## src/hdl/ndb_pkg.sv

```systemverilog
`default_nettype none

package ndb_pkg;

  localparam int COLUMN_BITS_DEF   = 12;
  localparam int DEPTH_BITS_DEF    = 16;
  localparam int CORDIC_STAGES_DEF = 16;
  localparam int MAX_STAGES        = 24;

  // Port widths of the item fields
  localparam int DEPTH_W   = 16;
  localparam int COLUMN_W  = 12;
  localparam int RANGE_W   = 17;
  localparam int BEARING_W = 16;
  localparam int ANGLE_W   = 32;
  localparam int CFG_W     = 24;
  localparam int CFG_IDX_W = 2;

  localparam logic [RANGE_W-1:0] RANGE_CAP = '1;
  localparam logic [23:0]        INV_GAIN  = 24'd10188014;

  localparam logic signed [16:0] BEAR_HI = 17'sd16384;
  localparam logic signed [16:0] BEAR_LO = -17'sd16384;

  localparam logic [15:0] CENTER_COLUMN_RST = 16'd5120;
  localparam logic [23:0] INVERSE_FOCAL_RST = 24'd27962;
  localparam logic [15:0] MIN_RANGE_RST     = 16'd10;
  localparam logic [15:0] MAX_RANGE_RST     = 16'd10000;

  // atan(2^-i) in units of pi/2^31
  localparam logic [ANGLE_W-1:0] ARC_TABLE [MAX_STAGES] = '{
    32'h20000000, 32'h12E4051E, 32'h09FB385B, 32'h051111D4, 32'h028B0D43,
    32'h0145D7E1, 32'h00A2F61E, 32'h00517C55, 32'h0028BE53, 32'h00145F2F,
    32'h000A2F98, 32'h000517CC, 32'h00028BE6, 32'h000145F3, 32'h0000A2FA,
    32'h0000517D, 32'h000028BE, 32'h0000145F, 32'h00000A30, 32'h00000518,
    32'h0000028C, 32'h00000146, 32'h000000A3, 32'h00000051
  };

  typedef enum logic [CFG_IDX_W-1:0] {
    REG_CENTER_COLUMN = 2'd0,
    REG_INVERSE_FOCAL = 2'd1,
    REG_MIN_RANGE     = 2'd2,
    REG_MAX_RANGE     = 2'd3
  } cfg_reg_t;

  // Control bits that travel with each item down the pipeline
  typedef struct packed {
    logic vld;
    logic qual;
    logic last;
  } tag_t;

endpackage

`default_nettype wire

```

## src/hdl/ndb_front.sv

```systemverilog
`default_nettype none

module ndb_front #(
  parameter int COLUMN_BITS = ndb_pkg::COLUMN_BITS_DEF,
  parameter int DEPTH_BITS  = ndb_pkg::DEPTH_BITS_DEF,
  parameter int MAG_BITS    = 20,
  parameter int T_BITS      = 36,
  parameter int CW          = 44
) (
  input  wire logic                          clk,
  input  wire logic                          rst_n,
  input  wire logic                          en,
  input  wire logic                          in_vld,
  input  wire logic [ndb_pkg::DEPTH_W-1:0]   pixel_depth,
  input  wire logic                          pixel_valid,
  input  wire logic [ndb_pkg::COLUMN_W-1:0]  pixel_column,
  input  wire logic                          last_pixel,
  input  wire logic [15:0]                   center_column,
  input  wire logic [23:0]                   inverse_focal,
  input  wire logic [15:0]                   min_range,
  input  wire logic [15:0]                   max_range,
  output ndb_pkg::tag_t                      tag_o,
  output logic signed [CW-1:0]               x_o,
  output logic signed [CW-1:0]               y_o
);

  localparam int CB  = COLUMN_BITS + 4;
  localparam int DCW = (DEPTH_BITS > 16) ? DEPTH_BITS : 16;
  localparam int PW  = T_BITS + 12;
  localparam int YW  = PW - 7;

  logic [DEPTH_BITS-1:0]   d;
  logic [COLUMN_BITS-1:0]  col;
  logic [CB-1:0]           colx;
  logic signed [MAG_BITS:0] diff;
  logic [MAG_BITS-1:0]     mag;
  logic                    qual;
  logic [PW:0]             sum;
  logic [YW-1:0]           ymag;

  ndb_pkg::tag_t           tag1_r, tag2_r, tag3_r, tag4_r;
  logic [DEPTH_BITS-1:0]   d1_r, d2_r, d3_r;
  logic                    flip1_r, flip2_r, flip3_r;
  logic [MAG_BITS-1:0]     mag1_r;
  logic [T_BITS-1:0]       t_r, t_nxt;
  logic [PW-1:0]           ph_r, ph_nxt, pl_r, pl_nxt;
  logic signed [CW-1:0]    x_r, x_nxt, y_r, y_nxt;

  assign d    = DEPTH_BITS'(pixel_depth);
  assign col  = COLUMN_BITS'(pixel_column);
  assign colx = {col, 4'b0000};
  assign diff = $signed({1'b0, MAG_BITS'(colx)}) - $signed({1'b0, MAG_BITS'(center_column)});
  assign mag  = diff[MAG_BITS] ? MAG_BITS'(-diff) : MAG_BITS'(diff);
  assign qual = pixel_valid && (DCW'(d) > DCW'(min_range)) && (DCW'(d) < DCW'(max_range));

  assign t_nxt  = T_BITS'(mag1_r) * T_BITS'(d1_r);
  assign ph_nxt = PW'(t_r) * PW'(inverse_focal[23:12]);
  assign pl_nxt = PW'(t_r) * PW'(inverse_focal[11:0]);

  // round half up, 8 fraction bits kept
  assign sum  = (PW+1)'(ph_r) + (PW+1)'(pl_r >> 12) + (PW+1)'(128);
  assign ymag = sum[PW:8];
  assign y_nxt = flip3_r ? -$signed(CW'(ymag)) : $signed(CW'(ymag));
  assign x_nxt = $signed(CW'({d3_r, 8'b0}));

  always_ff @(posedge clk) begin
    if (!rst_n) begin
      tag1_r <= '0;
      tag2_r <= '0;
      tag3_r <= '0;
      tag4_r <= '0;
    end else if (en) begin
      tag1_r <= '{vld: in_vld, qual: qual, last: last_pixel};
      tag2_r <= tag1_r;
      tag3_r <= tag2_r;
      tag4_r <= tag3_r;
    end
  end

  always_ff @(posedge clk) begin
    if (en) begin
      d1_r    <= d;
      mag1_r  <= mag;
      flip1_r <= (diff > 0);
      d2_r    <= d1_r;
      flip2_r <= flip1_r;
      t_r     <= t_nxt;
      d3_r    <= d2_r;
      flip3_r <= flip2_r;
      ph_r    <= ph_nxt;
      pl_r    <= pl_nxt;
      x_r     <= x_nxt;
      y_r     <= y_nxt;
    end
  end

  assign tag_o = tag4_r;
  assign x_o   = x_r;
  assign y_o   = y_r;

endmodule

`default_nettype wire

```

## config.mk

```make
export PLATFORM = sky130hd
export DESIGN_NAME = ndb_front
export DESIGN_NICKNAME = d
export VERILOG_FILES = /design/src/hdl/ndb_pkg.sv /design/src/hdl/ndb_front.sv
export SDC_FILE = /design/constraint.sdc
export NUM_CORES = 2
export LEC_CHECK = 0
export BUFFER_PORTS_ARGS = -buffer_cell sky130_fd_sc_hd__buf_2
export CORE_UTILIZATION = 24
export DETAILED_ROUTE_END_ITERATION = 12
export PLACE_DENSITY = 0.44
export SLEW_MARGIN = 20
export SYNTH_ARGS = -nofsm -noshare
export SYNTH_HDL_FRONTEND = slang
export SYNTH_SLANG_ARGS = --single-unit
```

## constraint.sdc

```tcl
create_clock -name clk -period 15.92 [get_ports clk]
set_input_delay 0.796 -clock clk [delete_from_list [all_inputs] [get_ports clk]]
set_output_delay 0.796 -clock clk [all_outputs]
set_load 0.1 [all_outputs]
```

### After elaboration in Yosys (flattened, before gate mapping)

Index checks and enable logic that the tools add are counted.

* $mul: 3
* reduce and logical (&&, ||, !) cells: 2
* add/sub/neg operators: 5
* multiplexer cells: 2
* order comparisons: 3

Operators by type and width (count)
* 36-bit by 12-bit multiplier with 48-bit output: 2
* 48-bit by 36-bit adder with 49-bit output: 1
* 49-bit by 8-bit adder with 49-bit output (second input constant): 1
* 41-bit negation with 44-bit output: 1
* 41-bit two-way mux: 1
* 20-bit by 16-bit multiplier with 36-bit output: 1
* 20-bit two-way mux: 1
* 17-bit negation with 20-bit output: 1
* 17-bit by 1-bit greater-than comparator with 1-bit output (second input constant): 1
* 16-bit by 16-bit subtractor with 17-bit output: 1
* 16-bit greater-than comparator: 1
* 16-bit < comparator: 1
* 1-bit logical AND: 2

* register bits after elaboration: 275
* bits of input ports: 106
* output and inout bits: 91

### Logic depth before layout (Yosys ltp)

* depth in word-level cells: 4
* depth in mapped cells: 26
* gate-level depth less buffers: 25

### Worst setup path after synthesis

No wires, ideal clock.

* kind: in2reg
* from: input inverse_focal[15]
* to: register ph_r[43], data pin
* arrival: 6552 ps
* required time: 15655 ps
* library setup time: 265 ps
* cell stages on the path: 22
* slack: 9103 ps
* cell sequence: clkbuf_1 > clkbuf_1 > nand2_1 > fa_1 > fa_1 > fa_1 > inv_1 > fa_1 > inv_1 > fa_1 > inv_1 > ha_1 > nand3_1 > nor4_1 > o2111ai_1 > a211o_1 > a21oi_1 > o311ai_0 > o21ai_0 > a31oi_1 > o21ai_0 > xor2_1

* cells in the longest elaborated chain, start to end: 1

Ends and longest elaborated chain
* start, declared: line ndb_front.sv:19 `input wire logic [23:0] inverse_focal,`
* 36-bit by 12-bit multiplier with 48-bit output: line ndb_front.sv:57 `assign ph_nxt = PW'(t_r) * PW'(inverse_focal[23:12]);`
* net ph_nxt[43]: line ndb_front.sv:46 `logic [PW-1:0] ph_r, ph_nxt, pl_r, pl_nxt;`
* end signal, assigned: line ndb_front.sv:90 `ph_r <= ph_nxt;`
* end, declared: line ndb_front.sv:46

The timed path passes the listed nets, and every way through them passes these cells.
A chain may end at the register's enable or synchronous reset.

### Worst setup path in the final report

* from: register d1_r[1]
* to: register t_r[33], data pin

* cells in the longest elaborated chain, start to end: 1

Ends and longest elaborated chain
* start, declared: line ndb_front.sv:42 `logic [DEPTH_BITS-1:0] d1_r, d2_r, d3_r;`
* start signal, assigned: line ndb_front.sv:82 `d1_r <= d;`
* 20-bit by 16-bit multiplier with 36-bit output: line ndb_front.sv:56 `assign t_nxt = T_BITS'(mag1_r) * T_BITS'(d1_r);`
* net t_nxt[33]: line ndb_front.sv:45 `logic [T_BITS-1:0] t_r, t_nxt;`
* end signal, assigned: line ndb_front.sv:87 `t_r <= t_nxt;`
* end, declared: line ndb_front.sv:45

The timed path passes the listed nets, and every way through them passes these cells.

==> key figures <==
Run status
  – Outcome: finished clean

STA
  – Setup TNS: 0 ns
  – Post-route clock skew: 0.0280 ns
  – Max Slew Vio Count: 0
  – Fin crit share: 46.5%
  – Final setup fails: 0
  – Fin. Hold Viols: 0
  – Final worst slack: 8.52 ns
  – Worst Max-Slew Pin Slew: 1.07 ns
  – Unrepaired setup endpoints after global routing: no
  – FMAX: 135 MHz
  – Tmin final: 7.40 ns
  – Max_slew headroom: 28.7%

Route
  – Vias per Instance: 4.34
  – Vias post-DR: 35300
  – First-pass DRT Iterations: 5
  – DRC viols: 0
  – Initial DRC count: 1478
  – DRT antenna net count: 0
  – WL final: 131000 um
  – Drt wl/cell: 16.1 um

Synth
  – Mapped Avg Cell Area: 9.24 um^2
  – Number of flops mapped to enable cells by yosys: 251
  – Synth Warn #: 0
  – Flops & latches, synth: 263
  – Prevailing post-synth register cell: edfxtp_1
  – Syn Std Cell Area: 49900 um^2
  – Synth cell types: 77
  – Post-synth ARST share: 0%
  – Syn Inst Count: 5406
  – Register area share after synthesis: 15.6%

Finish
  – Fraction of layout cells with a size suffix above 1: 5.52%
  – Footprint of the multi-input gates: 37000 um^2
  – Area grow syn2layout: 9.52%
  – Fillers: 22200
  – Fin util: 26.4%
  – Reg area: 7780 um^2
  – Nets: 6833
  – Final Non-Filler Cells: 8139

Setup path
  – Critical Path Start Type: flop
  – CP required: 16.25 ns
  – Worst reg-to-reg setup slack: 8.52 ns
  – Worst-path maximum fanout: 21
  – Setup Crit Path Kind: reg2reg
  – Reg-to-reg startpoint: d1_r[1]
  – R2R depth: 21
  – Reg2reg end: t_r[33]
  – WP data arrival: 7.73 ns
  – CP endpoint kind: flop

Floorplan
  – Die area: 210000 um^2
  – Io pins: 197
  – Core Box Area: 207000 um^2
  – Chip height: 458 um
  – Initial Util: 24.1%
  – Die X: 458 um
  – Row Count: 167

CTS
  – Cts bufs inserted: 36
  – CTS tree: yes
  – Clock H-tree levels: 2
  – Post-CTS Setup Inserts: 0
  – Worst-skew pair later-pin latency: 0.58 ns
  – Root Buffer: clkbuf_16
  – Clock sink count: 263
  – Clock buffer depth: 3
  – Post-CTS Hold Buffers: 0
  – # resized after CTS: 0
  – Clk slew on worst S/H paths: 0.06 ns

Placed design
  – DP HPWL: 102000 um
  – Port bufs: 168
  – Pre-CTS worst setup slack: 7.85 ns
  – Dpl cells: 8072
  – Routability cong.: 0.805

Worst hold path
  – Hold path cells: 0
  – Hold crit path type: reg2reg
  – Min-delay src: d3_r[10]
  – Hold endpoint: x_o[18]

Global route
  – Total congestion overflow: 0
  – Largest net degree at the start of global routing: 116
  – Vias in the first global route: 37700
  – GRT Total Usage: 12.6%
  – Initial antenna violation count: 6
  – First-pass GRT wire length: 211000 um

Flow run
  – Max_cap viols: 0
logic make-up (layout without fill, tap and decap cells):
| group | after synthesis | count (layout) | synth area share, % |
|---|---|---|---|
| muxes | 16 | 16 | 0.321 |
| and+or+nand+nor | 1687 | 1687 | 16.0 |
| xor gates and xnor gates | 187 | 187 | 3.28 |
| buffers and inverters | 1385 | 1382 | 10.6 |
| adders and majority gates | 1321 | 1321 | 47.1 |
| AOI/OAI and AO/OA | 546 | 546 | 7.12 |
| other | 1 | 33 | 0.00751 |
| DFF | 263 | 263 | 15.6 |
placed cells by master (no fill, tap or decap), types with 87 or more instances in the layout:
cell,n
a21oi_1,165
fa_1,929
nand2_1,920
inv_1,1098
and2_1,387
ha_1,392
edfxtp_1,251
o21ai_0,87
nor2_1,105
xnor2_1,123
buf_2,167
Yosys cell counts (6+ instances only):
master	count	area, um^2
a211o_1	11	96.3
a211oi_1	18	135
a21boi_0	9	67.6
a21o_1	78	586
a21oi_1	165	826
a221oi_1	8	70.1
a311oi_1	6	52.6
a31oi_1	23	144
and2_1	387	2420
and3_1	30	188
and4_1	11	96.3
buf_4	28	210
clkbuf_1	252	946
dfxtp_1	12	240
edfxtp_1	251	7540
fa_1	929	18600
ha_1	392	4900
inv_1	1098	4120
mux2i_1	16	160
nand2_1	920	3450
nand2b_1	18	113
nand3_1	49	245
nand4_1	30	188
nor2_1	105	394
nor2b_1	39	244
nor3_1	35	175
nor3b_1	6	45.0
nor4_1	10	62.6
o2111ai_1	6	52.6
o211ai_1	13	97.6
o21a_1	31	233
o21ai_0	87	435
o21bai_1	22	165
o31ai_1	19	143
o41ai_1	6	52.6
or2_2	8	50.1
or3_1	18	113
or4_1	6	45.0
xnor2_1	123	1080
xor2_1	64	561
critical path, cell delays in order (launching register included):
cell and delay, ns:
edfxtp_1 0.98, nand2_1 0.18, fa_1 0.54, fa_1 0.55, inv_1 0.05, fa_1 0.50
fa_1 0.50, fa_1 0.49, inv_1 0.05, fa_1 0.49, inv_1 0.05, ha_1 0.34
and3_1 0.22, a221oi_1 0.26, o21ai_0 0.27, a311oi_1 0.50, o31ai_1 0.19, o41ai_1 0.30
o21ai_0 0.23, a21o_1 0.21, a21oi_1 0.16, xnor2_1 0.08
layer usage:
| layer | vias up | wire length, um | GRT usage [%] |
|---|---|---|---|
| met3 | 98 | 5890 | 1.71 |
| met4 | 2 | 1390 | 1.67 |
| li1 | 16600 | - | - |
| met5 | - | 10 | 0 |
| met2 | 696 | 59600 | 20.5 |
| met1 | 17900 | 64400 | 17.9 |
registers in the layout, indices dropped and copies added, names as in the netlist, 16 cells and up:
register	count
y_o	44
pl_r	36
d1_r	16
ph_r	48
mag1_r	20
d2_r	16
t_r	36
x_o	16
d3_r	16
layout make-up:
cell class | count | share of cell area [%]
flip-flops and latches | 263 | 14.2
diodes | 2 | 0.00915
well taps | 2704 | 6.19
multi-input cells | 3788 | 67.6
inverters | 1099 | 7.54
repair buffers | 218 | 2.24
clock buffers | 40 | 1.71
clock inverters | 25 | 0.496
stage by stage:
stage          hold slack, ns  instance area (um^2)
3_3_place_gp            0.403                 53500
6_report                0.411                 54700
5_1_grt                 0.406                 54700
3_5_place_dp            0.405                 53500
2_1_floorplan           0.400                 50100
4_1_cts                 0.384                 54700
worst max path at each step:
stage | startpoint | to | slack [ns]
final | d1_r[1] | t_r[33] | 8.52
after global routing | d1_r[1] | t_r[33] | 8.03
after CTS | d1_r[1] | t_r[33] | 8.40
after detailed placement | inverse_focal[18] | ph_r[43] | 7.85
after global placement | inverse_focal[18] | ph_r[43] | 7.86
after floorplan | inverse_focal[15] | ph_r[43] | 9.10
Power is not shown: default switching activity piles up to over one toggle a cycle in this logic, so the estimate is an artifact.
