[src/hdl/ndb_pkg.sv]
`default_nettype none

package ndb_pkg;

  localparam int COLUMN_BITS_DEF   = 12;
  localparam int DEPTH_BITS_DEF    = 16;
  localparam int CORDIC_STAGES_DEF = 16;
  localparam int MAX_STAGES        = 24;

  // Port widths of the item fields
  localparam int DEPTH_W   = 16;
  localparam int COLUMN_W  = 12;
  localparam int RANGE_W   = 17;
  localparam int BEARING_W = 16;
  localparam int ANGLE_W   = 32;
  localparam int CFG_W     = 24;
  localparam int CFG_IDX_W = 2;

  localparam logic [RANGE_W-1:0] RANGE_CAP = '1;
  localparam logic [23:0]        INV_GAIN  = 24'd10188014;

  localparam logic signed [16:0] BEAR_HI = 17'sd16384;
  localparam logic signed [16:0] BEAR_LO = -17'sd16384;

  localparam logic [15:0] CENTER_COLUMN_RST = 16'd5120;
  localparam logic [23:0] INVERSE_FOCAL_RST = 24'd27962;
  localparam logic [15:0] MIN_RANGE_RST     = 16'd10;
  localparam logic [15:0] MAX_RANGE_RST     = 16'd10000;

  // atan(2^-i) in units of pi/2^31
  localparam logic [ANGLE_W-1:0] ARC_TABLE [MAX_STAGES] = '{
    32'h20000000, 32'h12E4051E, 32'h09FB385B, 32'h051111D4, 32'h028B0D43,
    32'h0145D7E1, 32'h00A2F61E, 32'h00517C55, 32'h0028BE53, 32'h00145F2F,
    32'h000A2F98, 32'h000517CC, 32'h00028BE6, 32'h000145F3, 32'h0000A2FA,
    32'h0000517D, 32'h000028BE, 32'h0000145F, 32'h00000A30, 32'h00000518,
    32'h0000028C, 32'h00000146, 32'h000000A3, 32'h00000051
  };

  typedef enum logic [CFG_IDX_W-1:0] {
    REG_CENTER_COLUMN = 2'd0,
    REG_INVERSE_FOCAL = 2'd1,
    REG_MIN_RANGE     = 2'd2,
    REG_MAX_RANGE     = 2'd3
  } cfg_reg_t;

  // Control bits that travel with each item down the pipeline
  typedef struct packed {
    logic vld;
    logic qual;
    logic last;
  } tag_t;

endpackage

`default_nettype wire

[src/hdl/ndb_cordic_cell.sv]
`default_nettype none

module ndb_cordic_cell #(
  parameter int CW    = 44,
  parameter int STAGE = 0
) (
  input  wire logic                               clk,
  input  wire logic                               rst_n,
  input  wire logic                               en,
  input  wire ndb_pkg::tag_t                      tag_i,
  input  wire logic signed [CW-1:0]               x_i,
  input  wire logic signed [CW-1:0]               y_i,
  input  wire logic signed [ndb_pkg::ANGLE_W-1:0] z_i,
  output ndb_pkg::tag_t                           tag_o,
  output logic signed [CW-1:0]                    x_o,
  output logic signed [CW-1:0]                    y_o,
  output logic signed [ndb_pkg::ANGLE_W-1:0]      z_o
);

  localparam logic signed [ndb_pkg::ANGLE_W-1:0] ARC = $signed(ndb_pkg::ARC_TABLE[STAGE]);

  ndb_pkg::tag_t                         tag_r;
  logic signed [CW-1:0]                  dx, dy, x_r, x_nxt, y_r, y_nxt;
  logic signed [ndb_pkg::ANGLE_W-1:0]    z_r, z_nxt;

  assign dx = y_i >>> STAGE;
  assign dy = x_i >>> STAGE;

  // rotate toward the x axis
  always_comb begin
    if (y_i < 0) begin
      x_nxt = x_i - dx;
      y_nxt = y_i + dy;
      z_nxt = z_i - ARC;
    end else begin
      x_nxt = x_i + dx;
      y_nxt = y_i - dy;
      z_nxt = z_i + ARC;
    end
  end

  always_ff @(posedge clk) begin
    if (!rst_n) begin
      tag_r <= '0;
    end else if (en) begin
      tag_r <= tag_i;
    end
  end

  always_ff @(posedge clk) begin
    if (en) begin
      x_r <= x_nxt;
      y_r <= y_nxt;
      z_r <= z_nxt;
    end
  end

  assign tag_o = tag_r;
  assign x_o   = x_r;
  assign y_o   = y_r;
  assign z_o   = z_r;

endmodule

`default_nettype wire

[config.mk]
export PLATFORM = sky130hd
export DESIGN_NAME = ndb_cordic_cell
export DESIGN_NICKNAME = d
export VERILOG_FILES = /design/src/hdl/ndb_pkg.sv /design/src/hdl/ndb_cordic_cell.sv
export SDC_FILE = /design/constraint.sdc
export NUM_CORES = 1
export LEC_CHECK = 0
export BUFFER_PORTS_ARGS = -buffer_cell sky130_fd_sc_hd__buf_2
export CORE_ASPECT_RATIO = 1.2
export CORE_MARGIN = 5
export CORE_UTILIZATION = 38
export CTS_BUF_LIST = sky130_fd_sc_hd__clkbuf_4
export DETAILED_ROUTE_END_ITERATION = 8
export SLEW_MARGIN = 20
export SYNTH_ARGS = -nofsm -noshare
export SYNTH_HDL_FRONTEND = slang
export SYNTH_SLANG_ARGS = --single-unit
[constraint.sdc]
create_clock -name clk -period 3.4 [get_ports clk]
set_input_delay 0.68 -clock clk [delete_from_list [all_inputs] [get_ports clk]]
set_output_delay 0.68 -clock clk [all_outputs]
set_load 0.1 [all_outputs]
======== Word level (Yosys, flattened, before mapping) ========
Cells that the tools add are included.
word-level totals
  output and inout port bits .............. 123
  logic and storage cells ................. 15
  bits of input ports ..................... 126
  flip-flop bits (word level) ............. 123
cells by class
  mux-type cells .......................... 3
  order comparisons ....................... 1
  add/sub/neg operators ................... 5
operators by type and width
  kind                                                         count
  2-to-1 mux 44 bit                                            2
  subtractor 44 bit                                            2
  adder 44 bit                                                 1
  less-than comparator 44 x 1 -> 1 bit, second input constant  1
  adder 32 x 31 -> 32 bit, second input constant               1
  2-to-1 mux 32 bit                                            1
  subtractor 32 x 31 -> 32 bit, second input constant          1

======== Logic depth before layout (Yosys ltp) ========
Gate-level depths: netlist of run 1.
  depth in word-level cells ............... 2
  depth in mapped cells ................... 14
  depth with buffers taken out ............ 13

======== Least setup slack after synthesis of run 1 ========
No wires, ideal clock.
  path kind ............................... input to register
  start point ............................. input port y_i[0]
  end point ............................... register y_r[42] (netlist: y_o[42]) (data pin)
  path buffers ............................ 0
  library setup time ...................... 0.265 ns
  arrival ................................. 3.241 ns
  cell stages on the path ................. 13
  slack ................................... -0.106 ns
  cell sequence ........................... inv_1 -> ha_1 -> fa_1 -> nor2b_1 -> o21ai_1 -> a2111oi_2 -> nor4bb_1 -> a21oi_4 -> a31oi_1 -> o221a_4 -> or4_1 -> a32oi_1 -> xor2_1
between the ends
  word-level cells in the longest chain between the ends .. 2
ends and longest elaborated chain
  element                                    RTL line               RTL
  start, declared                            ndb_cordic_cell.sv:12  input wire logic signed [CW-1:0] y_i,
  subtractor 44 bit (tied with other cells)  ndb_cordic_cell.sv:37  y_nxt = y_i - dy;
  2-to-1 mux 44 bit *                        ndb_cordic_cell.sv:31  if (y_i < 0) begin
  net y_nxt[42]                              ndb_cordic_cell.sv:23  logic signed [CW-1:0] dx, dy, x_r, x_nxt, y_r, y_nxt;
  end signal, assigned                       ndb_cordic_cell.sv:53  y_r <= y_nxt;
  end, declared                              ndb_cordic_cell.sv:23
Mark *: on every way through the listed nets, which the timed path passes. The rest lies on a longest branch.
A chain may end at the register's enable or synchronous reset.

======== Worst setup path after layout of run 1 ========
  start point ............................. input port x_i[0]
  end point ............................... register y_r[42] (netlist: y_o[42]) (data pin)
between the ends
  word-level cells in the longest chain between the ends .. 2
ends and longest elaborated chain
  element                                            RTL line                                      RTL
  start, declared                                    ndb_cordic_cell.sv:11                         input wire logic signed [CW-1:0] x_i,
  subtractor 44 bit or adder 44 bit (tied branches)  ndb_cordic_cell.sv:37, ndb_cordic_cell.sv:33
  2-to-1 mux 44 bit *                                ndb_cordic_cell.sv:31
  net y_nxt[42]                                      ndb_cordic_cell.sv:23
Marked as above.

==> impl_metrics.env, run 1 <==
export IMPL_worst_path_maximum_fanout=4
export IMPL_die_height_um=199
export IMPL_cts_htree_levels=4
export IMPL_drt_antenna_violating_nets=0
export IMPL_avg_wl_per_cell_um=18.3
export IMPL_cts_root_buf="clkbuf_4"
export IMPL_synth_edff_count=119
export IMPL_fmax_mhz=299
export IMPL_detail_route_first_pass_iterations=8
export IMPL_routed_wirelength_mm=41.5
export IMPL_maximum_vdd_drop_mv=0.340
export IMPL_yosys_register_bits=122
export IMPL_timing_final_crit_share_pct=98.3
export IMPL_nets=2124
export IMPL_finalInstanceArea_um2=15900
export IMPL_cts_hold_buf=0
export IMPL_dp_hpwl_mm=34.9
export IMPL_slowest_stage="fa_2"
export IMPL_final_setup_violation_count=0
export IMPL_synth_area_leader_cell="edfxtp_1"
export IMPL_slew_headroom_pct=51.8
export IMPL_final_util_pct=53.9
export IMPL_timing_critical_path_cells="buf_2 > buf_4 > ha_4 > fa_2 > nor2b_4 > o21ai_2 > a2111oi_4 > nor4bb_2 > buf_4 > a21oi_4 > a31oi_4 > o221a_4 > or4_1 > a32oi_1 > xor2_1"
export IMPL_synth_top_area_share_pct=31.6
export IMPL_num_io_pins=249
export IMPL_cp_slowest_stage_delay_ns=0.41
export IMPL_gp_routability_congestion=1.03
export IMPL_hold_path_class="in2reg"
export IMPL_cell_pwr_density_nw_per_um2=448
export IMPL_top_cells_by_area_synth="edfxtp_1, ha_1, a21oi_1, xnor2_1, inv_1"
export IMPL_placement_cell_area_um2=15500
export IMPL_drv_slew=0
export IMPL_power_total_mw=7.13
export IMPL_first_pass_grt_wire_length_mm=63.3
export IMPL_synth_commonest_cells="a21oi_1, inv_1, ha_1, nor2_1, edfxtp_1"
export IMPL_timing_critical_path_arrival_ns=3.66
export IMPL_timing_setup_tns_ns=0
export IMPL_synth_seq_area_share_pct=32.1
export IMPL_setup_worst_path_class="in2reg"
export IMPL_fp_coreArea_um2=29500
export IMPL_yosysWarnings=0
export IMPL_grt_overflow_total=0
export IMPL_routed_via_count=11983
export IMPL_yosys_cell_count_top_type="a21oi_1"
export IMPL_initial_utilization_pct=38.3
export IMPL_design_die_area_um2=33300
export IMPL_post_drt_via_cell_ratio=5.28
export IMPL_layout_min_cycle_time_ns=3.34
export IMPL_remaining_drc_errors=0
export IMPL_initialDrtViolationCount=702
export IMPL_flow_area_growth_from_synthesis_pct=40.5
export IMPL_number_of_hold_violations_in_the_final_report=0
export IMPL_grtUsageTotal_pct=23.9
export IMPL_clk_pin_slew_ns=0.15
export IMPL_cts_tree="built"
export IMPL_worst_setup_path_start_kind="primary input"
export IMPL_synth_flop_cell="edfxtp_1"
export IMPL_dieWidth_um=168
export IMPL_worst_clk_skew_ns=0
export IMPL_worst_skew_pair_late_latency_ns=0.58
export IMPL_cts_buffers=17
export IMPL_grt_antenna_before_repair=2
export IMPL_drv_max_cap_violation_count=0
export IMPL_synth_fp_nets=1573
export IMPL_async_reset_ff_share_pct=0
export IMPL_synthesized_area_um2=11300
export IMPL_cts_path_max_buffers=2
export IMPL_synth_cells=1314
export IMPL_cts_sinks=122
export IMPL_power_static_leakage_nw=7.44
export IMPL_cp_end_kind="flip-flop"
export IMPL_hold_ws_ns=0.252
export IMPL_crit_top_cell="buf_4"
export IMPL_floorplan_rows=69
export IMPL_post_route_cells_drive_above_1_share_pct=35.9
export IMPL_grt_start_max_net_pins=63
export IMPL_post_synthesis_area_per_instance_um2=8.61
export IMPL_synthDistinctLibCells=76
export IMPL_tightestPinTransition_ns=0.722
export IMPL_port_buffers=248
export IMPL_required_ns=3.72
export IMPL_first_global_vias=12013
export IMPL_status="completed"
==> logic make-up after synthesis <==
family          share of synthesized area [%]
compound gates                           24.8
simple gates                             13.1
buf+inv                                  6.79
fa+ha+maj                                15.0
flops                                    32.1
xor+xnor                                 6.66
mux                                      1.60
==> report_power, final <==
| group | internal, mW | switching, mW | total (mW) |
|---|---|---|---|
| registers | 1.94 | 0.0634 | 2.00 |
| clock network | 0.331 | 0.727 | 1.06 |
| logic | 1.18 | 2.89 | 4.07 |
==> worst max-delay path, delay by kind of cell <==
family          cells  cell delay, ns
buf+inv             3            0.41
xor+xnor            1            0.09
compound gates      6            1.27
fa+ha+maj           2            0.57
simple gates        3            0.64
==> through the flow <==
step,worst slack [ns],instances
final,0.0574,2270
after floorplan,-0.0152,1314
after global routing,-0.00767,2270
after detailed placement,-0.747,2234
after global placement,-0.614,2234
after CTS,0.00691,2268
==> sequential cells by signal, summed over array words and instances, names as in the netlist <==
signal,cells
x_o,44
z_o,32
y_o,43
tag_o,3
==> per-layer routing <==
layer	global-route usage (%)	wire, µm	up-vias
met5	0	0	-
met3	2.76	1780	105
met1	28.2	16700	5664
li1	-	-	5825
met4	11.5	1870	0
met2	43.3	21100	389
==> repair_timing <==
| item | in CTS | in global routing |
|---|---|---|
| setup endpoints to repair | 3 | 22 |
| gates resized for setup | 3 | 14 |
| pin swaps | 4 | 8 |
| cloned | 0 | 0 |
| buffers inserted | 2 | 0 |
==> cells in the final DEF (no fill, tap or decap), types with 4 or more instances in the layout <==
| cell | instances |
|---|---|
| nor3_1 | 29 |
| or3_1 | 10 |
| nor2b_1 | 16 |
| xnor2_1 | 77 |
| o221ai_1 | 7 |
| a21oi_1 | 166 |
| a21o_1 | 23 |
| clkbuf_4 | 17 |
| ha_1 | 124 |
| nand4_1 | 19 |
| o211ai_1 | 7 |
| nor4_1 | 9 |
| nand2b_1 | 8 |
| o21bai_1 | 31 |
| buf_4 | 346 |
| inv_8 | 6 |
| a21boi_0 | 4 |
| o31ai_1 | 16 |
| o22ai_1 | 5 |
| buf_2 | 245 |
| o31a_1 | 5 |
| clkinv_1 | 5 |
| nor2_1 | 119 |
| nand3_1 | 20 |
| a31oi_1 | 10 |
| a221oi_1 | 4 |
| o21ai_0 | 71 |
| o21ai_1 | 6 |
| mux2i_1 | 17 |
| inv_1 | 130 |
| xor2_1 | 9 |
| o21a_1 | 6 |
| a31o_2 | 5 |
| ha_4 | 4 |
| a211oi_1 | 12 |
| edfxtp_1 | 119 |
| nand2_1 | 70 |
==> area by class of cell <==
| cell class | instances | area, µm² |
|---|---|---|
| antenna | 2 | 5.00 |
| fill | 2864 | 13600 |
| clock buffer | 17 | 128 |
| inverter | 137 | 527 |
| timing repair buffer | 593 | 3860 |
| sequential | 122 | 3630 |
| tap | 390 | 488 |
| multi-input combinational | 994 | 7110 |
| clock inverter | 15 | 150 |
==> path summary, 6_finish.rpt <==
| check | from | to | slack [ns] | cells after the start |
|---|---|---|---|---|
| setup / recovery | x_i[0] | y_o[42] | 0.06 | 15 |
| hold / removal | z_i[8] | z_o[8] | 0.25 | 1 |
| setup reg to reg | tag_o[2] | tag_o[2] | 2.78 | 2 |
| hold reg to reg | tag_o[0] | tag_o[0] | 0.53 | 2 |
(Power assumes the default switching activity.)
==> inputs of run 2 (changes only) <==
--- a/config.mk
+++ b/config.mk
@@ -5,6 +5,7 @@
 export SDC_FILE = /design/constraint.sdc
 export NUM_CORES = 1
 export LEC_CHECK = 0
+export ABC_AREA = 1
 export BUFFER_PORTS_ARGS = -buffer_cell sky130_fd_sc_hd__buf_2
 export CORE_ASPECT_RATIO = 1.2
 export CORE_MARGIN = 5
==> run 2 against run 1 <==
- clock-buffer cell count did not move
- combinational power fell by 4%
- register-to-register slack barely moved
- critical path depth fell by 1
- synthesized area rose by 30%
- hold slack got worse by 0.048 ns
- critical path type unchanged
==> impl_metrics.env, run 2 <==
export IMPL_status="completed"
export IMPL_routed_wirelength_mm=62.8
export IMPL_yosys_cell_count_top_type="nand2_1"
export IMPL_timing_final_crit_share_pct=82.4
export IMPL_worst_clk_skew_ns=0
export IMPL_hold_path_class="in2reg"
export IMPL_synth_area_leader_cell="edfxtp_1"
export IMPL_final_util_pct=44.4
export IMPL_drv_slew=0
export IMPL_power_total_mw=6.97
export IMPL_drt_antenna_violating_nets=0
export IMPL_first_global_vias=15815
export IMPL_layout_min_cycle_time_ns=2.80
export IMPL_drv_max_cap_violation_count=0
export IMPL_maximum_vdd_drop_mv=0.211
export IMPL_flow_area_growth_from_synthesis_pct=16.1
export IMPL_fmax_mhz=357
export IMPL_setup_worst_path_class="in2reg"
export IMPL_floorplan_rows=79
export IMPL_grt_start_max_net_pins=85
export IMPL_cts_htree_levels=4
export IMPL_worst_skew_pair_late_latency_ns=0.63
export IMPL_yosysWarnings=0
export IMPL_timing_critical_path_cells="buf_2 > inv_1 > ha_1 > fa_1 > inv_1 > a21oi_2 > o21ai_1 > nand2_1 > nand2_1 > nand2_1 > nand2_1 > nand2_1 > nand3_1 > nand2_1"
export IMPL_number_of_hold_violations_in_the_final_report=0
export IMPL_die_height_um=226
export IMPL_synthesized_area_um2=14700
export IMPL_dieWidth_um=190
export IMPL_timing_critical_path_arrival_ns=3.22
export IMPL_cts_tree="built"
export IMPL_dp_hpwl_mm=53.7
export IMPL_synth_seq_area_share_pct=24.7
export IMPL_clk_pin_slew_ns=0.16
export IMPL_synth_commonest_cells="nand2_1, inv_1, nor2_1, nand3_1, ha_1"
export IMPL_cts_buffers=17
export IMPL_nets=2955
export IMPL_cts_sinks=122
export IMPL_slew_headroom_pct=57.0
export IMPL_cp_slowest_stage_delay_ns=0.53
export IMPL_grt_antenna_before_repair=2
export IMPL_initial_utilization_pct=38.2
export IMPL_synth_flop_cell="edfxtp_1"
export IMPL_remaining_drc_errors=0
export IMPL_grt_overflow_total=0
export IMPL_yosys_register_bits=122
export IMPL_synth_edff_count=119
export IMPL_design_die_area_um2=42800
export IMPL_port_buffers=248
export IMPL_layout_commonest_cell="nand2_1"
export IMPL_top_cells_by_area_synth="edfxtp_1, nand2_1, inv_1, ha_1, nand3_1"
export IMPL_post_route_cells_drive_above_1_share_pct=15.9
export IMPL_post_synthesis_area_per_instance_um2=6.12
export IMPL_cts_hold_buf=0
export IMPL_power_static_leakage_nw=9.45
export IMPL_grt_setup_unrepaired="false"
export IMPL_post_cts_resized_instances=0
export IMPL_grtUsageTotal_pct=28.7
export IMPL_worst_path_maximum_fanout=6
export IMPL_synthDistinctLibCells=42
export IMPL_hold_ws_ns=0.204
export IMPL_tightestPinTransition_ns=0.639
export IMPL_cts_root_buf="clkbuf_4"
export IMPL_post_drt_via_cell_ratio=5.14
export IMPL_synth_fp_nets=2667
export IMPL_final_setup_violation_count=0
export IMPL_required_ns=3.82
export IMPL_routed_via_count=16452
export IMPL_cell_pwr_density_nw_per_um2=407
export IMPL_cts_path_max_buffers=2
export IMPL_synth_top_area_share_pct=24.2
export IMPL_crit_top_cell="nand2_1"
export IMPL_timing_setup_tns_ns=0
export IMPL_cts_setup_buffers=0
export IMPL_fp_coreArea_um2=38500
export IMPL_num_io_pins=249
export IMPL_worst_setup_path_start_kind="primary input"
export IMPL_gp_routability_congestion=1.01
export IMPL_final_cell_mix="nand2_1, inv_1, buf_2, nor2_1, nand3_1"
export IMPL_first_pass_grt_wire_length_mm=93.3
export IMPL_initialDrtViolationCount=1411
export IMPL_cp_end_kind="flip-flop"
export IMPL_avg_wl_per_cell_um=19.6
export IMPL_async_reset_ff_share_pct=0
export IMPL_largest_register_ffs=44
export IMPL_detail_route_first_pass_iterations=7
export IMPL_slowest_stage="fa_1"
export IMPL_synth_cells=2408
==> run 2: cell families (layout without fill, tap and decap cells) <==
family                   after synthesis  count (layout)  synth area share (%)
AO/OA/AOI/OAI                        265             265                  10.0
flip-flops                           122             122                  24.7
multiplexers                           2               2                 0.136
AND/OR/NAND/NOR                     1355            1355                  38.0
adder cells (fa/ha/maj)              133             133                  11.5
buffers and inverters                500             801                  13.9
other                                  0               3                     0
XOR/XNOR                              31              31                  1.84
==> run 2: area by class of cell <==
class / instances / area [µm²]
Clock buffer: 17 / 128
Multi-Input combinational cell: 1786 / 9060
Tap cell: 486 / 608
Inverter: 441 / 1660
Clock inverter: 15 / 148
Fill cell: 4215 / 21400
Sequential cell: 122 / 3630
Timing Repair Buffer: 328 / 1880
Antenna cell: 3 / 7.51
==> run 2: critical path: cells and delay by family <==
kind            cells  cell delay [ns]
simple gates        7             0.73
fa+ha+maj           2             0.82
compound gates      2             0.53
buf+inv             3             0.46
==> run 2: final timing paths <==
check / from / endpoint / slack (ns) / cells past startpoint
hold reg to reg: tag_o[1] / tag_o[1] / 0.52 / 2
hold / removal: z_i[15] / z_o[15] / 0.20 / 1
setup / recovery: y_i[0] / y_o[32] / 0.60 / 14
setup reg to reg: tag_o[2] / tag_o[2] / 2.77 / 2
==> run 2: metrics by stage <==
stage | std cells | area, µm² | worst slack, ns
detailed placement | 3163 | 16800 | -0.0241
global placement | 3163 | 16800 | -0.0362
floorplan | 2408 | 14700 | 0.972
finish | 3198 | 17100 | 0.597
global route | 3198 | 17100 | 0.464
CTS | 3195 | 17100 | 0.688
==> run 2: power breakdown <==
part	switching [mW]	internal (mW)
clock	0.783	0.331
combinational	3.06	0.854
sequential	0.0540	1.89
total	3.89	3.08
==> run 2: metal layers <==
metal  wire length [µm]  vias up  part of all wire [%]  global-route usage, %
met3               3810      153                   6.1                   3.62
met2              29200      693                    47                   48.7
met1              25600     7515                    41                   34.7
li1                   -     8091                     -                      -
met4               4240        0                   6.7                   17.1
met5                  0        -                     0                      0
