$ cat src/hdl/ndb_pkg.sv
`default_nettype none

package ndb_pkg;

  localparam int COLUMN_BITS_DEF   = 12;
  localparam int DEPTH_BITS_DEF    = 16;
  localparam int CORDIC_STAGES_DEF = 16;
  localparam int MAX_STAGES        = 24;

  // Port widths of the item fields
  localparam int DEPTH_W   = 16;
  localparam int COLUMN_W  = 12;
  localparam int RANGE_W   = 17;
  localparam int BEARING_W = 16;
  localparam int ANGLE_W   = 32;
  localparam int CFG_W     = 24;
  localparam int CFG_IDX_W = 2;

  localparam logic [RANGE_W-1:0] RANGE_CAP = '1;
  localparam logic [23:0]        INV_GAIN  = 24'd10188014;

  localparam logic signed [16:0] BEAR_HI = 17'sd16384;
  localparam logic signed [16:0] BEAR_LO = -17'sd16384;

  localparam logic [15:0] CENTER_COLUMN_RST = 16'd5120;
  localparam logic [23:0] INVERSE_FOCAL_RST = 24'd27962;
  localparam logic [15:0] MIN_RANGE_RST     = 16'd10;
  localparam logic [15:0] MAX_RANGE_RST     = 16'd10000;

  // atan(2^-i) in units of pi/2^31
  localparam logic [ANGLE_W-1:0] ARC_TABLE [MAX_STAGES] = '{
    32'h20000000, 32'h12E4051E, 32'h09FB385B, 32'h051111D4, 32'h028B0D43,
    32'h0145D7E1, 32'h00A2F61E, 32'h00517C55, 32'h0028BE53, 32'h00145F2F,
    32'h000A2F98, 32'h000517CC, 32'h00028BE6, 32'h000145F3, 32'h0000A2FA,
    32'h0000517D, 32'h000028BE, 32'h0000145F, 32'h00000A30, 32'h00000518,
    32'h0000028C, 32'h00000146, 32'h000000A3, 32'h00000051
  };

  typedef enum logic [CFG_IDX_W-1:0] {
    REG_CENTER_COLUMN = 2'd0,
    REG_INVERSE_FOCAL = 2'd1,
    REG_MIN_RANGE     = 2'd2,
    REG_MAX_RANGE     = 2'd3
  } cfg_reg_t;

  // Control bits that travel with each item down the pipeline
  typedef struct packed {
    logic vld;
    logic qual;
    logic last;
  } tag_t;

endpackage

`default_nettype wire

$ cat src/hdl/ndb_track.sv
`default_nettype none

module ndb_track #(
  parameter int CW = 44
) (
  input  wire logic                                clk,
  input  wire logic                                rst_n,
  input  wire logic                                en,
  input  wire ndb_pkg::tag_t                       tag_i,
  input  wire logic signed [CW-1:0]                x_i,
  input  wire logic signed [ndb_pkg::ANGLE_W-1:0]  z_i,
  output logic                                     out_valid,
  output logic [ndb_pkg::RANGE_W-1:0]              out_range,
  output logic signed [ndb_pkg::BEARING_W-1:0]     out_bearing,
  output logic                                     out_found
);

  localparam int RW = ndb_pkg::RANGE_W;
  localparam int BW = ndb_pkg::BEARING_W;
  localparam int AW = ndb_pkg::ANGLE_W;

  ndb_pkg::tag_t          tag_r;
  logic                   sat_r, sat_nxt;
  logic [26:0]            xs;
  logic [50:0]            prod_r, prod_nxt;
  logic signed [AW:0]     zs;
  logic signed [16:0]     b17;
  logic signed [BW-1:0]   bear_r, bear_nxt;

  logic [51:0]            rnd;
  logic [19:0]            r20;
  logic [RW-1:0]          range;
  logic                   upd;

  logic [RW-1:0]          best_r, best_nxt;
  logic signed [BW-1:0]   bbear_r, bbear_nxt;
  logic                   any_r, any_nxt;
  logic                   ov_r, ov_nxt;
  logic [RW-1:0]          orange_r, orange_nxt;
  logic signed [BW-1:0]   obear_r, obear_nxt;
  logic                   ofound_r, ofound_nxt;

  // gain correction and bearing scaling
  assign sat_nxt  = !x_i[CW-1] && (|x_i[CW-2:27]);
  assign xs       = x_i[CW-1] ? 27'd0 : x_i[26:0];
  assign prod_nxt = 51'(xs) * 51'(ndb_pkg::INV_GAIN);
  assign zs       = {z_i[AW-1], z_i} + (AW+1)'(32768);
  assign b17      = zs[AW:16];

  always_comb begin
    if (b17 > ndb_pkg::BEAR_HI) begin
      bear_nxt = BW'(ndb_pkg::BEAR_HI);
    end else if (b17 < ndb_pkg::BEAR_LO) begin
      bear_nxt = BW'(ndb_pkg::BEAR_LO);
    end else begin
      bear_nxt = BW'(b17);
    end
  end

  assign rnd   = 52'(prod_r) + (52'd1 << 31);
  assign r20   = rnd[51:32];
  assign range = (sat_r || (r20 > 20'(ndb_pkg::RANGE_CAP))) ? ndb_pkg::RANGE_CAP : r20[RW-1:0];

  // keep the nearest point; a tie goes to the later pixel
  assign upd = tag_r.vld && tag_r.qual && (!any_r || (range <= best_r));

  always_comb begin
    best_nxt   = upd ? range : best_r;
    bbear_nxt  = upd ? bear_r : bbear_r;
    any_nxt    = any_r || upd;
    ov_nxt     = tag_r.vld && tag_r.last;
    orange_nxt = any_nxt ? best_nxt : '0;
    obear_nxt  = any_nxt ? bbear_nxt : '0;
    ofound_nxt = any_nxt;
    if (tag_r.vld && tag_r.last) begin
      best_nxt  = ndb_pkg::RANGE_CAP;
      bbear_nxt = '0;
      any_nxt   = 1'b0;
    end
  end

  always_ff @(posedge clk) begin
    if (!rst_n) begin
      tag_r   <= '0;
      best_r  <= ndb_pkg::RANGE_CAP;
      bbear_r <= '0;
      any_r   <= 1'b0;
      ov_r    <= 1'b0;
    end else if (en) begin
      tag_r   <= tag_i;
      best_r  <= best_nxt;
      bbear_r <= bbear_nxt;
      any_r   <= any_nxt;
      ov_r    <= ov_nxt;
    end
  end

  always_ff @(posedge clk) begin
    if (en) begin
      sat_r    <= sat_nxt;
      prod_r   <= prod_nxt;
      bear_r   <= bear_nxt;
      orange_r <= orange_nxt;
      obear_r  <= obear_nxt;
      ofound_r <= ofound_nxt;
    end
  end

  assign out_valid   = ov_r;
  assign out_range   = orange_r;
  assign out_bearing = obear_r;
  assign out_found   = ofound_r;

endmodule

`default_nettype wire

$ cat config.mk
export PLATFORM = sky130hd
export DESIGN_NAME = ndb_track
export DESIGN_NICKNAME = d
export VERILOG_FILES = /design/src/hdl/ndb_pkg.sv /design/src/hdl/ndb_track.sv
export SDC_FILE = /design/constraint.sdc
export NUM_CORES = 1
export LEC_CHECK = 0
export BUFFER_PORTS_ARGS = -buffer_cell sky130_fd_sc_hd__buf_2
export CAP_MARGIN = 10
export CORE_MARGIN = 2
export CORE_UTILIZATION = 50
export DETAILED_ROUTE_END_ITERATION = 16
export GPL_TIMING_DRIVEN = 0
export PLACE_DENSITY = 0.74
export SYNTH_ARGS = -nofsm -noshare
export SYNTH_HDL_FRONTEND = slang
export SYNTH_SLANG_ARGS = --single-unit
$ cat constraint.sdc
create_clock -name clk -period 9.9 [get_ports clk]
set_input_delay 0.495 -clock clk [delete_from_list [all_inputs] [get_ports clk]]
set_output_delay 0.495 -clock clk [all_outputs]
set_load 0.02 [all_outputs]
Word-level counts from Yosys, hierarchy flattened
Cells that the tools add are included.

Input port bits: 82. Flip-flop bits (word level): 139.

Magnitude comparators: 4. Add/sub/neg operators: 2. $mul: 1. Mux-type cells: 8. Reduce and logical (&&, ||, !) cells: 11.

Operators with widths (count): adder 51 x 32 -> 52 bit, second input constant (1); two-way mux 17 bit (3); multiplier 27 x 23 -> 50 bit, second input constant (1); two-way mux 16 bit (3); adder 32 x 17 -> 33 bit, second input constant (1); two-way mux 27 bit (1); > comparator 20 x 17 -> 1 bit, second input constant (1); > comparator 17 x 16 -> 1 bit, second input constant (1); <= comparator 17 bit (1); < comparator 17 x 15 -> 1 bit, second input constant (1); OR reduction 16 bit (1); logical AND 1 bit (4); logical OR 1 bit (3); logical NOT 1 bit (2); OR reduction 2 bit (1); two-way mux 1 bit (1).

Depth between registers and ports, before layout
Gate-level depths: netlist of run 1.

Depth in word-level cells: 9. Gate-level depth with buffers: 28. Mapped depth without buffers: 25.

Least setup slack after synthesis of run 1
No wires, ideal clock.

Kind: input -> register. Start point: in x_i[43]. End point: reg prod_r[48], data pin. Data required time: 9.641 ns. Stages on the path: 26. Library setup time: 0.259 ns. Path slack: 2.400 ns. Arrival time: 7.241 ns. Cell sequence: clkbuf_1 clkbuf_1 clkbuf_1 nand2b_1 inv_1 fa_1 inv_1 fa_1 fa_1 inv_1 fa_1 fa_1 fa_1 inv_1 fa_1 inv_1 ha_1 nand3_1 nor2_1 a311oi_1 o21ai_1 a21oi_1 o21bai_1 a221o_1 a41oi_1 xnor2_1.

Longest elaborated chain between the ends: 2.

Ends and longest elaborated chain: from (decl) (RTL line ndb_track.sv:10) `input wire logic signed [CW-1:0] x_i,`; two-way mux 27 bit (RTL line ndb_track.sv:45) `assign xs = x_i[CW-1] ? 27'd0 : x_i[26:0];`; multiplier 27 x 23 -> 50 bit (RTL line ndb_track.sv:46) `assign prod_nxt = 51'(xs) * 51'(ndb_pkg::INV_GAIN);`; named net prod_nxt[48] (RTL line ndb_track.sv:25) `logic [50:0] prod_r, prod_nxt;`; to (signal assigned) (RTL line ndb_track.sv:101) `prod_r <= prod_nxt;`; to (decl) (RTL line ndb_track.sv:25).

The timed path passes the listed nets, and every way through them passes these cells. A chain may end at the register's enable or synchronous reset.

Worst setup path after layout of run 1
Start point: in x_i[43]. End point: reg prod_r[50], data pin.

The elaborated chain is that of the path after synthesis.

==> results of run 1 <==
==> cells in the final DEF (no fill, tap or decap), drive strengths merged, types with 8 or more instances in the layout <==
| cell type | netlist | routed |
|---|---|---|
| a21o | 39 | 39 |
| a21oi | 54 | 54 |
| a22o | 16 | 16 |
| a31oi | 22 | 22 |
| and2 | 31 | 31 |
| and3 | 9 | 9 |
| buf | 21 | 111 |
| clkbuf | 49 | 59 |
| dfxtp | 38 | 38 |
| edfxtp | 71 | 71 |
| fa | 269 | 269 |
| ha | 246 | 246 |
| inv | 450 | 454 |
| nand2 | 110 | 110 |
| nand2b | 24 | 24 |
| nand3 | 31 | 31 |
| nand4 | 16 | 16 |
| nor2 | 72 | 72 |
| nor2b | 29 | 29 |
| nor3 | 24 | 24 |
| o21ai | 47 | 47 |
| o31ai | 18 | 18 |
| or2 | 8 | 8 |
| xnor2 | 88 | 88 |
| xor2 | 40 | 40 |
==> cell families (layout without fill, tap and decap cells) <==
logic type	after synthesis	after routing
AO/OA/AOI/OAI	229	229
XOR/XNOR	128	128
adder cells (fa/ha/maj)	516	516
buffers and inverters	522	628
flip-flops	109	109
multiplexers	6	6
AND/OR/NAND/NOR	367	367
==> metal layers <==
layer | vias to the layer above | routed length (um)
met2 | 393 | 19900
li1 | 6131 | -
met5 | - | 0
met4 | 0 | 636
met3 | 46 | 2620
met1 | 6335 | 18900
==> worst paths after layout <==
path / start / endpoint / slack (ps) / cells after the start
worst max-delay path: x_i[43] / prod_r[50] / 670 / 26
worst min-delay path: en / out_bearing[6] / 390 / 1
worst max register to register: prod_r[33] / out_range[9] / 5040 / 19
worst min register to register: bbear_r[1] / bbear_r[1] / 490 / 1
==> through the flow <==
stage / cell area (um^2) / instances / hold slack (ps) / util, %
2_1_floorplan: 18000 / 1877 / 446 / -
3_3_place_gp: 19000 / 2426 / 455 / 53.5
3_5_place_dp: 19000 / 2428 / 466 / 53.6
4_1_cts: 19300 / 2444 / 381 / 54.5
5_1_grt: 19300 / 2444 / 378 / 54.5
6_report: 19300 / 2444 / 386 / 54.5
==> flip-flops by register name, indices dropped and copies added (netlist names) <==
| signal | flops |
|---|---|
| tag_r | 3 |
| bear_r | 16 |
| out_valid | 1 |
| out_bearing | 16 |
| any_r | 1 |
| sat_r | 1 |
| out_range | 17 |
| bbear_r | 16 |
| prod_r | 20 |
| best_r | 17 |
| out_found | 1 |
==> worst reg2reg max path, cell delays in order (launching register included) <==
cell	delay, ps
sky130_fd_sc_hd__edfxtp_1	440
sky130_fd_sc_hd__and4_1	290
sky130_fd_sc_hd__nand4_2	200
sky130_fd_sc_hd__nor2_2	190
sky130_fd_sc_hd__nand3_1	110
sky130_fd_sc_hd__mux2_4	330
sky130_fd_sc_hd__nor3_4	240
sky130_fd_sc_hd__buf_4	220
sky130_fd_sc_hd__nand2_1	140
sky130_fd_sc_hd__ha_1	320
sky130_fd_sc_hd__a21o_1	160
sky130_fd_sc_hd__a21o_1	170
sky130_fd_sc_hd__a211oi_1	240
sky130_fd_sc_hd__o21ai_1	100
sky130_fd_sc_hd__a21o_1	220
sky130_fd_sc_hd__a21oi_1	180
sky130_fd_sc_hd__clkbuf_1	380
sky130_fd_sc_hd__buf_1	460
sky130_fd_sc_hd__nand2_1	110
sky130_fd_sc_hd__o31ai_1	140
==> where the power goes <==
part | internal (W) | leakage, nW | switching, W
clock network | 0.000182 | 0.142 | 0.000166
logic | 0.00164 | 8.66 | 0.00233
registers | 0.000650 | 1.02 | 0.0000436
total | 0.00247 | 9.82 | 0.00254
==> area by class of cell <==
cell class	instances	area, um^2
fill	3149	16200
multi-input combinational	1246	13100
sequential	109	2890
inverter	452	1700
tap	461	577
timing repair buffer	90	488
buffer	70	295
clock buffer	10	239
clock inverter	6	53.8
==> results.json, run 1 <==
{
  "outcome": "finished, final reports clean",
  "cp_data_required_time_ps": 9990,
  "drt-total-wl_mm": 42.1,
  "globalRouteMet1Util_pct": 33.8,
  "grt_setup_unrepaired": "false",
  "post_cts_buffers": 0,
  "max-slew-margin-rel_pct": 38.2,
  "clock_sink_count": 109,
  "worstSetupPathType": "in -> reg",
  "synth_compound_area_share_pct": 8.42,
  "cp.arrival_ps": 9320,
  "detailed_place_hpwl_mm": 36.2,
  "ctsHtreeMaxLevel": 3,
  "final-setup-viol-count": 0,
  "setup-tns-final_ps": 0,
  "grt_antenna_before_repair": 0,
  "cp.buffers_inverters": 8,
  "maxSlewViolCount": 0,
  "cts_max_path_buffers": 2,
  "die_w_um": 194,
  "start_kind": "primary input",
  "ys_dominant_reg_cell": "sky130_fd_sc_hd__edfxtp_1",
  "crit_fanout": 10,
  "synth_enable_flop_cells": 71,
  "globalRouteTotalUtil_pct": 23.5,
  "finalClockSkew_ps": 8.87,
  "count_of_boundary_i_o_pins": 117,
  "cts_buffers": 9,
  "detail_route.wl_per_cell_um": 17.2,
  "yosysMostFrequentCell": "sky130_fd_sc_hd__inv_1",
  "post-synth-top-area-fraction_pct": 30.0,
  "grt.met3_usage_pct": 3.19,
  "synth.area.top_cells": "sky130_fd_sc_hd__fa_1 30%, sky130_fd_sc_hd__ha_1 17%, sky130_fd_sc_hd__edfxtp_1 12%",
  "detailedPlace.worstSlack_ps": 431,
  "detail_route.vias_per_cell": 5.28,
  "hold_buffers": 0,
  "floorplan.core_area_um2": 35500,
  "synth.avg_cell_area_um2": 9.57,
  "asyncSetResetFlopFracSynth_pct": 0,
  "slowest_stage": "sky130_fd_sc_hd__fa_1",
  "mappedNetlistNets": 2474,
  "flow.area_growth_from_synthesis_pct": 7.55,
  "synthesis.instances": 1877,
  "p_leak_nw": 9.82,
  "ant_nets": 0,
  "antenna_cells_inserted": 0,
  "power_density_nw_per_um2": 259,
  "grt_pass1_wl_mm": 70.7,
  "cts-resized-gates": 0,
  "worst_skew_pair.late_latency_ps": 350,
  "globalplace.congestion": 0.943,
  "detailedRoute.firstPassIterationCount": 5,
  "count_of_yosys_warnings_during_synthesis": 0,
  "hold_viol_final": 0,
  "vdd_ir_drop_max_mv": 0.273,
  "timing.critical_path.mode_cell": "sky130_fd_sc_hd__fa_1",
  "netlist_area_um2": 18000,
  "clock_slew_at_the_register_clock_pins_of_the_worst_setup_and_hold_paths_ps": 70,
  "synth.area.mux_share_pct": 0.376,
  "fin_total_pwr_w": 0.00501,
  "first_global_vias": 13400,
  "synth_common_cells": "450 x sky130_fd_sc_hd__inv_1, 269 x sky130_fd_sc_hd__fa_1, 246 x sky130_fd_sc_hd__ha_1",
  "final_nets": 2575,
  "post-route-worst-setup-slack_ps": 667,
  "cts.root.buffer_cell": "sky130_fd_sc_hd__clkbuf_16",
  "synth-xor-area-share_pct": 6.24,
  "min_period_over_period_pct": 93.3,
  "post_synth_num_cell_types": 67,
  "drt_drc_violations_left": 0,
  "path_delay_family": "adder cells",
  "final_layout_size_suffix_gt1_share_pct": 7.56,
  "grt_overflow": 0,
  "portBuffers": 88,
  "yosysSeqAreaShare_pct": 16.1,
  "synth-simple-area-share_pct": 10.6,
  "fp.dieArea_um2": 37500,
  "tightest_slew_ps": 925,
  "drt_iter0_drc": 735,
  "achievable-frequency_ghz": 0.108,
  "cap_viol_max_count": 0,
  "die-height_um": 194,
  "dominant_combinational_cell_family_by_area_after_synthesis": "adder cells",
  "initial_util_pct": 50.6,
  "max_stage_delay_ps": 570,
  "cts_tree": "done",
  "ys_seq_elements": 109,
  "met2_usage_pct": 38.5,
  "fin_crit_ps": 9230,
  "setup.worst_path.end_class": "register",
  "floorplan.rows": 69,
  "busiest_layer": "met2",
  "grt_start_max_net_pins": 46,
  "vias": 12900,
  "post-synth-top-area-cell": "sky130_fd_sc_hd__fa_1",
  "synthAdderAreaFrac_pct": 47.2,
  "hold_path.class": "in -> reg"
}
Power figures use the tool's default switching activity.
==> run 2, diff against run 1 <==
--- a/config.mk
+++ b/config.mk
@@ -8,10 +8,10 @@
 export BUFFER_PORTS_ARGS = -buffer_cell sky130_fd_sc_hd__buf_2
 export CAP_MARGIN = 10
 export CORE_MARGIN = 2
-export CORE_UTILIZATION = 50
+export CORE_UTILIZATION = 37
 export DETAILED_ROUTE_END_ITERATION = 16
 export GPL_TIMING_DRIVEN = 0
-export PLACE_DENSITY = 0.74
+export PLACE_DENSITY = 0.59
 export SYNTH_ARGS = -nofsm -noshare
 export SYNTH_HDL_FRONTEND = slang
 export SYNTH_SLANG_ARGS = --single-unit
==> run 2 against run 1 <==
Net effect: routed wire length up 5.6%; die area up 34%; sequential share of layout area fell by 0.12 points; non-clock buffer count decreased by 2; utilization down 14 points; power barely moved; final cell count increased by 6.2%; global-route usage down 5.2 points; cell area is 0.81% higher; count of clock-buffer cells in the layout down 1.
==> results.json, run 2 (synthesis gave the netlist of run 1 again) <==
{
  "timing.reg2reg.worst_path_depth": 19,
  "fp.dieArea_um2": 50300,
  "drt-total-wl_mm": 44.5,
  "floorplan.rows": 80,
  "power_density_nw_per_um2": 257,
  "hold_path.class": "in -> reg",
  "ctsHtreeMaxLevel": 3,
  "detail_route.vias_per_cell": 4.92,
  "achievable-frequency_ghz": 0.104,
  "leading_cell_type_in_the_layout_fill_and_taps_excluded": "sky130_fd_sc_hd__inv_1",
  "largest_register_ffs": 20,
  "setup.worst_path.end_class": "register",
  "ant_nets": 0,
  "cp_data_required_time_ps": 9960,
  "max-slew-margin-rel_pct": 30.1,
  "grt_setup_unrepaired": "false",
  "die-height_um": 224,
  "detailedRoute.firstPassIterationCount": 5,
  "final_cell_mix": "450 x sky130_fd_sc_hd__inv_1, 269 x sky130_fd_sc_hd__fa_1, 246 x sky130_fd_sc_hd__ha_1, 110 x sky130_fd_sc_hd__nand2_1, 91 x sky130_fd_sc_hd__buf_2",
  "path_delay_family": "adder cells",
  "cp_num_cells": 25,
  "fin_crit_ps": 9660,
  "finalClockSkew_ps": 13.6,
  "cts_tree": "done",
  "final_nets": 2573,
  "clock_sink_count": 109,
  "final_layout_size_suffix_gt1_share_pct": 7.52,
  "tightest_slew_ps": 1050,
  "floorplan.core_area_um2": 47800,
  "count_of_boundary_i_o_pins": 117,
  "setup-tns-final_ps": 0,
  "antenna_cells_inserted": 0,
  "registers.top_by_ff_count": "prod_r",
  "outcome": "finished, final reports clean",
  "layout_fillers": 4745,
  "worstSetupPathType": "in -> reg",
  "cts_max_path_buffers": 2,
  "min_period_over_period_pct": 97.6,
  "detailed_place_hpwl_mm": 37.9,
  "initial_util_pct": 37.6,
  "start_kind": "primary input",
  "first_global_vias": 13500,
  "final_non_filler_cell_total": 2596,
  "clock_slew_at_the_register_clock_pins_of_the_worst_setup_and_hold_paths_ps": 80,
  "grt_antenna_before_repair": 0,
  "crit_fanout": 10,
  "globalRouteTotalUtil_pct": 18.4,
  "globalplace.congestion": 0.910,
  "cap_viol_max_count": 0,
  "whs_path_depth": 3,
  "detail_route.wl_per_cell_um": 17.1,
  "worst_skew_pair.late_latency_ps": 360,
  "grt_overflow": 0,
  "grt_start_max_net_pins": 73,
  "hold_viol_final": 0,
  "p_leak_nw": 9.81,
  "dpl-instance-area_um2": 19200,
  "grt_pass1_wl_mm": 72.9,
  "slowest_stage": "sky130_fd_sc_hd__buf_1",
  "drt_iter0_drc": 746,
  "vdd_ir_drop_max_mv": 0.240,
  "cts_buffers": 9,
  "dp_cells": 2580,
  "flow.area_growth_from_synthesis_pct": 8.43,
  "portBuffers": 88,
  "die_w_um": 224,
  "drt_drc_violations_left": 0,
  "max_stage_delay_ps": 840,
  "final-setup-viol-count": 0,
  "cts.root.buffer_cell": "sky130_fd_sc_hd__clkbuf_16",
  "vias": 12800,
  "regArea_um2": 2890,
  "final_area_um2": 19500,
  "cp.arrival_ps": 9720,
  "post_cts_buffers": 0,
  "maxSlewViolCount": 0,
  "cp.buffers_inverters": 6,
  "multi_input_area_um2": 13100
}
run 2: worst register-to-register path, cell delays in order (launching register included):
cell and delay [ps]:
sky130_fd_sc_hd__edfxtp_1 420, sky130_fd_sc_hd__and4_1 290, sky130_fd_sc_hd__nand4_2 220, sky130_fd_sc_hd__nor2_2 190, sky130_fd_sc_hd__nand3_1 110, sky130_fd_sc_hd__mux2_4 330, sky130_fd_sc_hd__nor3_4 240, sky130_fd_sc_hd__buf_4 230
sky130_fd_sc_hd__nand2_1 110, sky130_fd_sc_hd__ha_1 330, sky130_fd_sc_hd__a21o_1 170, sky130_fd_sc_hd__a21o_1 180, sky130_fd_sc_hd__a21oi_1 200, sky130_fd_sc_hd__o21ai_0 140, sky130_fd_sc_hd__a21o_1 210, sky130_fd_sc_hd__a21oi_1 200
sky130_fd_sc_hd__clkbuf_1 440, sky130_fd_sc_hd__buf_1 520, sky130_fd_sc_hd__nand2_1 110, sky130_fd_sc_hd__o31ai_1 140
run 2: worst paths after layout:
| kind | from | end | slack (ps) |
|---|---|---|---|
| setup / recovery | x_i[43] | prod_r[50] | 240 |
| hold / removal | tag_i[2] | tag_r[2] | 440 |
| setup reg to reg | prod_r[33] | out_range[3] | 4880 |
| hold reg to reg | bear_r[3] | bbear_r[3] | 490 |
run 2: report_power, final:
| group | total, W | internal, W | switching (W) |
|---|---|---|---|
| Sequential | 0.000693 | 0.000650 | 0.0000429 |
| Combinational | 0.00396 | 0.00163 | 0.00233 |
| Clock | 0.000362 | 0.000180 | 0.000182 |
run 2: final cells by class:
| type | count | share of cell area, % |
|---|---|---|
| clock inverter | 7 | 0.379 |
| buffer | 70 | 1.52 |
| tap | 615 | 3.95 |
| sequential | 109 | 14.8 |
| timing repair buffer | 88 | 2.27 |
| multi-input combinational | 1246 | 67.2 |
| clock buffer | 9 | 1.16 |
| inverter | 452 | 8.71 |
run 2: per-layer routing:
layer | share of wire (%) | routed length [um] | GRT usage (%) | vias up
met5 | 0 | 0 | 0 | -
met2 | 47 | 21100 | 30.9 | 270
li1 | - | - | - | 6121
met4 | 1.8 | 795 | 3.67 | 0
met3 | 3.6 | 1620 | 1.70 | 47
met1 | 47 | 21000 | 25.9 | 6330
run 2: metrics by stage:
| step | util [%] | power (W) | hold WS [ps] | setup slack [ps] |
|---|---|---|---|---|
| global route | 40.7 | 0.00572 | 456 | 45.5 |
| CTS | 40.7 | 0.00511 | 430 | 34.9 |
| floorplan | - | 0.00364 | 446 | 2400 |
| detailed placement | 40.1 | 0.00469 | 463 | -312 |
| finish | 40.7 | 0.00501 | 436 | 240 |
| global placement | 40.1 | 0.00464 | 459 | -92.5 |
run 2: what timing repair did:
action / in CTS / in global routing
gates resized for setup: 0 / 3
setup endpoints to repair: 0 / 1
hold buffers: 0 / 0
